===== src/sv/ltcd_pkg.sv =====
package ltcd_pkg;

	// Result status codes
	typedef enum logic [1:0] {
		ST_ONGOING   = 2'd0,
		ST_COMPLETE  = 2'd1,
		ST_TRUNCATED = 2'd2,
		ST_BAD_KIND  = 2'd3
	} status_t;

	// Tile coding types
	localparam logic [2:0] KIND_RAW      = 3'd0;
	localparam logic [2:0] KIND_RLE      = 3'd1;
	localparam logic [2:0] KIND_TRI_R    = 3'd2;
	localparam logic [2:0] KIND_TRI_L    = 3'd3;
	localparam logic [2:0] KIND_TRAP_R   = 3'd4;
	localparam logic [2:0] KIND_TRAP_L   = 3'd5;
	localparam logic [2:0] KIND_LAST_OK  = 3'd5;

	localparam logic [4:0] ROW_TOP       = 5'd31;
	localparam logic [5:0] TILE_W        = 6'd32;
	localparam logic [7:0] SKIP_MIN      = 8'h80;

	// Pixels in a row for a given type; 32 for raw and run-length
	function automatic logic [5:0] row_len(input logic [2:0] kind, input logic [4:0] row);
		logic [5:0] half;
		logic [5:0] taper;
		logic [5:0] grow;
		logic [5:0] res;
		// lower half of the shape: 28,28,24,...,4,4 for rows 18..31
		half  = (6'd33 - {1'b0, row}) >> 1;
		taper = {half[3:0], 2'b00};
		// upper triangle: 0,4,4,8,...,28,28 for rows 0..14
		grow  = {2'b00, 4'((({1'b0, row} + 6'd1) >> 1))} << 2;
		res = TILE_W;
		if (kind == KIND_TRI_R || kind == KIND_TRI_L) begin
			if (row < 5'd15)
				res = grow;
			else if (row > 5'd17)
				res = taper;
		end else if (kind == KIND_TRAP_R || kind == KIND_TRAP_L) begin
			if (row > 5'd17)
				res = taper;
		end
		return res;
	endfunction

	// First column of a row
	function automatic logic [4:0] row_first(input logic [2:0] kind, input logic [4:0] row);
		logic [5:0] start;
		start = 6'd0;
		if (kind == KIND_TRI_R || kind == KIND_TRAP_R)
			start = TILE_W - row_len(kind, row);
		return start[4:0];
	endfunction

	// One past the last column of a row
	function automatic logic [5:0] row_end(input logic [2:0] kind, input logic [4:0] row);
		logic [5:0] stop;
		stop = row_len(kind, row);
		if (kind == KIND_TRI_R || kind == KIND_TRAP_R)
			stop = TILE_W;
		return stop;
	endfunction

endpackage


===== src/sv/level_tile_cel_decoder_unit.sv =====
// Level tile decoder: turns the coded byte stream of one 32x32 level tile
// into pixel words, one data byte per input word.
// Input channel: data_byte with first_byte, last_byte and tile_kind, moved
// on in_valid with in_stall low. first_byte starts a tile (tile_kind is
// taken then) and abandons any tile in progress. Bytes with first_byte low
// while no tile is in progress are dropped.
// Output channel: pixel_valid, pixel_x, pixel_y, colour_index and status,
// moved on out_valid with out_stall low. A pixel byte always yields a word;
// a run-length control byte yields one only when it ends the tile.
// status: 0 ongoing, 1 tile complete, 2 truncated data, 3 invalid type.
// One output register holds the word; it appears in the cycle after its
// input word is taken. Throughput: one byte per cycle while the output
// is not stalled; position counters and row tables are combinational.
// When the receiver stalls with a word held, in_stall rises in the same
// cycle; a word is taken again in the cycle the held word leaves.
// Reset (arst_n low, asynchronous) empties the output register and leaves
// the decoder idle at row 31, column 0.
module level_tile_cel_decoder_unit (
	input  logic       clk,
	input  logic       arst_n,
	input  logic       in_valid,
	output logic       in_stall,
	input  logic [7:0] data_byte,
	input  logic       first_byte,
	input  logic       last_byte,
	input  logic [2:0] tile_kind,
	output logic       out_valid,
	input  logic       out_stall,
	output logic       pixel_valid,
	output logic [4:0] pixel_x,
	output logic [4:0] pixel_y,
	output logic [7:0] colour_index,
	output logic [1:0] status
);

	// decoder state
	logic [2:0] kind_q;
	logic [4:0] col_q;
	logic [4:0] row_q;
	logic [6:0] run_q;
	logic       busy_q;

	// output register
	logic       out_valid_q;
	logic       pix_q;
	logic [4:0] px_q;
	logic [4:0] py_q;
	logic [7:0] colour_q;
	logic [1:0] status_q;

	logic       accept;

	// next-state and result
	logic [2:0] kind_d;
	logic [4:0] col_d;
	logic [4:0] row_d;
	logic [6:0] run_d;
	logic       busy_d;
	logic       emit;
	logic       pix;
	logic [1:0] st;

	logic [2:0] kind_e;
	logic [4:0] col_e;
	logic [4:0] row_e;
	logic [6:0] run_e;
	logic       busy_e;
	logic       done;
	logic [5:0] col_inc;
	logic [7:0] skip;
	logic [7:0] col_sum;
	logic [4:0] row_dn;

	assign in_stall = out_valid_q && out_stall;
	assign accept   = in_valid && !in_stall;

	// effective state once first_byte is applied
	always_comb begin
		if (first_byte) begin
			kind_e = tile_kind;
			row_e  = ltcd_pkg::ROW_TOP;
			run_e  = 7'd0;
			col_e  = ltcd_pkg::row_first(tile_kind, ltcd_pkg::ROW_TOP);
			busy_e = 1'b1;
		end else begin
			kind_e = kind_q;
			row_e  = row_q;
			run_e  = run_q;
			col_e  = col_q;
			busy_e = busy_q;
		end
	end

	assign col_inc = {1'b0, col_e} + 6'd1;
	assign skip    = ~data_byte + 8'd1;
	assign col_sum = {3'b000, col_e} + skip;
	assign row_dn  = row_e - 5'd1;

	// per-byte decode
	always_comb begin
		kind_d = kind_e;
		col_d  = col_e;
		row_d  = row_e;
		run_d  = run_e;
		busy_d = busy_e;
		pix    = 1'b0;
		done   = 1'b0;
		emit   = 1'b0;
		st     = ltcd_pkg::ST_ONGOING;
		if (first_byte && tile_kind > ltcd_pkg::KIND_LAST_OK) begin
			busy_d = 1'b0;
			col_d  = 5'd0;
			emit   = 1'b1;
			st     = ltcd_pkg::ST_BAD_KIND;
		end else if (busy_e) begin
			if (kind_e == ltcd_pkg::KIND_RLE) begin
				if (run_e != 7'd0) begin
					// literal pixel of a run
					pix   = 1'b1;
					run_d = run_e - 7'd1;
					col_d = col_inc[4:0];
					if (col_inc[5]) begin
						col_d = 5'd0;
						if (row_e == 5'd0)
							done = 1'b1;
						else
							row_d = row_dn;
					end
				end else if (data_byte >= ltcd_pkg::SKIP_MIN) begin
					// transparent skip, wraps at most one row
					col_d = col_sum[4:0];
					if (col_sum[7:5] != 3'd0) begin
						col_d = 5'd0;
						if (row_e == 5'd0)
							done = 1'b1;
						else
							row_d = row_dn;
					end
				end else begin
					run_d = data_byte[6:0];
				end
			end else begin
				// fixed-shape types: every byte is a pixel
				pix   = 1'b1;
				col_d = col_inc[4:0];
				if (col_inc >= ltcd_pkg::row_end(kind_e, row_e)) begin
					if (row_e == 5'd0 || ltcd_pkg::row_len(kind_e, row_dn) == 6'd0) begin
						done = 1'b1;
					end else begin
						row_d = row_dn;
						col_d = ltcd_pkg::row_first(kind_e, row_dn);
					end
				end
			end
			if (done) begin
				busy_d = 1'b0;
				run_d  = 7'd0;
				st     = ltcd_pkg::ST_COMPLETE;
			end else if (last_byte) begin
				busy_d = 1'b0;
				st     = ltcd_pkg::ST_TRUNCATED;
			end
			emit = pix || (st != ltcd_pkg::ST_ONGOING);
		end
	end

	// state registers
	always_ff @(posedge clk or negedge arst_n) begin
		if (!arst_n) begin
			kind_q <= 3'd0;
			col_q  <= 5'd0;
			row_q  <= ltcd_pkg::ROW_TOP;
			run_q  <= 7'd0;
			busy_q <= 1'b0;
		end else if (accept) begin
			kind_q <= kind_d;
			col_q  <= col_d;
			row_q  <= row_d;
			run_q  <= run_d;
			busy_q <= busy_d;
		end
	end

	// output word valid
	always_ff @(posedge clk or negedge arst_n) begin
		if (!arst_n)
			out_valid_q <= 1'b0;
		else if (!in_stall)
			out_valid_q <= accept && emit;
	end

	// output word payload
	always_ff @(posedge clk) begin
		if (accept && emit) begin
			pix_q    <= pix;
			px_q     <= pix ? col_e : 5'd0;
			py_q     <= pix ? row_e : 5'd0;
			colour_q <= pix ? data_byte : 8'd0;
			status_q <= st;
		end
	end

	assign out_valid    = out_valid_q;
	assign pixel_valid  = pix_q;
	assign pixel_x      = px_q;
	assign pixel_y      = py_q;
	assign colour_index = colour_q;
	assign status       = status_q;

endmodule


===== config.mk =====
export PLATFORM = sky130hd
export DESIGN_NAME = level_tile_cel_decoder_unit
export DESIGN_NICKNAME = d
export VERILOG_FILES = /design/src/sv/ltcd_pkg.sv /design/src/sv/level_tile_cel_decoder_unit.sv
export SDC_FILE = /design/constraint.sdc
export NUM_CORES = 1
export LEC_CHECK = 0
export ABC_AREA = 1
export BUFFER_PORTS_ARGS = -buffer_cell sky130_fd_sc_hd__buf_4
export CAP_MARGIN = 5
export CORE_MARGIN = 5
export CORE_UTILIZATION = 45
export DETAILED_ROUTE_END_ITERATION = 12
export PLACE_DENSITY = 0.69
export SLEW_MARGIN = 25
export SYNTH_ARGS = -nofsm -noshare
export SYNTH_HDL_FRONTEND = slang
export SYNTH_SLANG_ARGS = --single-unit

===== constraint.sdc =====
create_clock -name clk -period 7 [get_ports clk]
set_clock_uncertainty 0.2 [all_clocks]
set_input_delay 1.4 -clock clk [delete_from_list [all_inputs] [get_ports clk]]
set_output_delay 1.4 -clock clk [all_outputs]
set_load 0.02 [all_outputs]

==> results.py <==
metrics = {
    "clocking": {
        "cts.sinks": 43,
        "clkLatencyLatePin_ns": 0.31,
        "cts_root_buf": "clkbuf_8",
        "path_clk_slew_ns": 0.09,
        "cts_setup_buffers": 0,
        "cts_resized": 0,
        "cts_tree": "yes",
        "clk_path_buf_depth": 2,
        "h-tree-depth": 2,
        "ctsHoldBuffers": 0,
        "cts_buffers": 5,
    },
    "synthesis": {
        "synthCells": 561,
        "synth_area_leaders": "edfxtp_1, nand2_1, dfrtp_1",
        "synthArstFlopShare_pct": 51.16,
        "synth_cell_type_count": 52,
        "synthesis.nets": 597,
        "synth_ff_type": "edfxtp_1",
        "avgSynthCellArea_sq_um": 7.184,
        "ys_seq_area_share_pct": 29.46,
        "synth_top_area_share_pct": 15.65,
        "synth_area_sq_um": 4030,
        "synth-edff-count": 21,
        "yosys-top-cells-count": "nand2_1, inv_1, nor2_1, a21oi_1, nand3_1",
        "yosysMostFrequentCell": "nand2_1",
        "yosysWarnings": 0,
        "synth_top_cell_by_area": "edfxtp_1",
        "ys_seq_elements": 43,
    },
    "global_route": {
        "grt_overflow_total": 0,
        "grt_pass1_wl_um": 18370,
        "grt_pass1_vias": 3605,
        "antenna_found_initial": 0,
        "grt_max_degree": 23,
        "grt_usage_pct": 20.21,
    },
    "timing": {
        "final_max_slew_viol_count": 0,
        "hold_viol_final": 0,
        "finalSetupTns_ns": 0,
        "grt_setup_unrepaired": "false",
        "whs_ns": 0.2872,
        "slew-limit-headroom_pct": 44.17,
        "worst-slew-pin-transition_ns": 0.8365,
        "setup_viol": 0,
        "finalCriticalPeriod_ns": 5.288,
        "clock.fmax_mhz": 189.1,
        "finalCritPeriodShare_pct": 75.54,
    },
    "final_layout": {
        "nFillCells": 869,
        "n_antenna_cell": 0,
        "drive_gt1_share_pct": 22.24,
        "stdcell_area_sq_um": 4509,
        "finalNonFillerCells": 706,
        "area_growth_pct": 11.89,
        "nets": 633,
    },
    "placement": {
        "place_hpwl_um": 8597,
        "portBuffers": 39,
        "dp_cells": 698,
        "placed_cell_area_sq_um": 4393,
        "gp_congestion": 0.9785,
    },
    "floorplanning": {
        "core_area_sq_um": 8721,
        "die_area_sq_um": 10950,
        "start_util_pct": 46.21,
        "rows": 34,
        "io_pins": 40,
        "die_h_um": 104.6,
        "die_x_um": 104.6,
    },
    "critical_path": {
        "cpMostUsedCell": "nand2_1",
        "cp-start-kind": "input port",
        "path_class": "input port to register",
        "critPathBufInv": 8,
        "cp.required_ns": 6.75,
        "cpMaxStageDelayCell": "inv_1",
        "path_max_fanout": 21,
        "crit_family": "simple AND/OR/NAND/NOR gates",
        "slowest_delay_ns": 0.63,
        "cp-end-kind": "register",
        "arrival_ns": 5.03,
    },
    "power": {
        "p_per_area_nw_per_um2": 248.2,
        "finalPower_mw": 1.119,
        "power.leakage_nw": 2.163,
        "ir_drop_mv": 0.1299,
    },
    "detailed_routing": {
        "routedWlPerCell_um": 15.51,
        "post_drt_via_cell_ratio": 5.426,
        "wl_um": 10950,
        "drc": 0,
        "dr_total_vias": 3831,
        "ant_nets": 0,
        "drtPass1Iterations": 5,
        "drt_iter0_markers": 331,
    },
    "outcome": {
        "status": "completed",
    },
    "hold_path": {
        "hold_path.class": "register to register",
    },
    "run": {
        "maxCapViolations": 0,
    },
}
registers in the layout, indices dropped and copies added (netlist names):
name	count
busy_q	1
out_valid	1
run_q	7
col_q	5
row_q	5
colour_index	8
status	2
pixel_valid	1
pixel_x	5
kind_q	3
pixel_y	5
logic make-up (layout without fill, tap and decap cells):
logic type                 count (synthesis)  in the layout  synth area share, %
adders and majority gates                 19             19                6.085
xor gates and xnor gates                   8              8                1.739
buffers and inverters                     98            135                10.03
AOI/OAI and AO/OA                         89             89                13.23
and+or+nand+nor                          304            304                39.46
DFF                                       43             43                29.46
path summary, 6_finish.rpt:
path                                      start                       end  slack (ns)  depth (start not counted)
max                                  first_byte  pixel_y[0]$_SDFFCE_PN0P_        1.71                         27
min                        col_q[0]$_DFFE_PN0P_      col_q[0]$_DFFE_PN0P_        0.29                          2
max reg2reg                row_q[0]$_DFFE_PN1P_  pixel_y[0]$_SDFFCE_PN0P_        2.68                         25
min reg2reg                col_q[0]$_DFFE_PN0P_      col_q[0]$_DFFE_PN0P_        0.29                          2
max in group asynchronous                arst_n      row_q[2]$_DFFE_PN1P_        5.54                          1
min in group asynchronous                arst_n      col_q[3]$_DFFE_PN0P_        0.77                          1
worst register-to-register path, cell delays in order, from the launching register on:
cell and delay [ns]:
dfstp_2 0.63, nor2_8 0.08, ha_1 0.28, inv_1 0.07, nor2_1 0.06, nor2_2 0.19, ha_1 0.22, nand4_1 0.13
nand2_1 0.10, nor2_2 0.05, nand2_1 0.09, nand2_1 0.06, nand2_1 0.06, nor2_1 0.05, inv_1 0.05, ha_1 0.14
inv_1 0.06, a21oi_2 0.11, nand2_2 0.08, nand2_1 0.11, nand3_1 0.17, nand2_4 0.18, inv_2 0.05, nand3_2 0.05
nand2_1 0.07, inv_1 0.63
cell type report:
type,instances,area (sq um),area share (%)
Tap cell,108,135.1,2.997
Inverter,87,331.6,7.353
Clock inverter,3,47.55,1.054
Clock buffer,5,68.82,1.526
Multi-Input combinational cell,420,2439,54.08
Sequential cell,43,1187,26.33
Timing Repair Buffer,40,300.3,6.659
per-layer routing:
metal	global-route usage, %	vias up	part of all wire (%)
li1	-	1906	-
met1	29.30	1756	47
met2	30.72	147	43
met3	3.453	22	7.5
met4	6.393	0	2.3
met5	0	-	0
metrics by stage:
| step | util, % | worst slack, ns |
|---|---|---|
| after floorplan | - | 2.089 |
| after global placement | 50.37 | 1.582 |
| after detailed placement | 50.37 | 1.384 |
| after CTS | 51.71 | 1.710 |
| after global routing | 51.71 | 1.350 |
| final | 51.71 | 1.712 |
where the power goes:
group / total [mW] / internal (mW) / switching [mW] / leakage [nW]
clock: 0.208 / 0.108 / 0.100 / 0.0587
combinational: 0.543 / 0.178 / 0.365 / 1.63
sequential: 0.368 / 0.327 / 0.0409 / 0.474
placed cells by master, fill, tap and decap left out, types with 2 or more instances in the layout:
cell        n
nand3_4     2
a21oi_2     3
o21ai_1    10
ha_1       18
xor2_1      6
nand2_2    16
a31oi_1     2
o21ai_2     2
inv_1      71
a32oi_1     2
nor3_1      4
a21oi_1    33
o21ai_0    22
edfxtp_1   21
inv_2      15
nand4_1    11
dfstp_2     5
nor2_8      2
nand2_4     9
buf_4      40
nand2_1   137
inv_6       2
nand4_4     3
a41oi_1     2
nor2_1     63
a211oi_1    2
xnor2_1     2
nor2_2      6
dfrtp_1    17
nand3_2     8
nand4_2     2
nor2_4      6
clkbuf_8    5
o221ai_1    2
nand3_1    30
(Power assumes the default switching activity.)
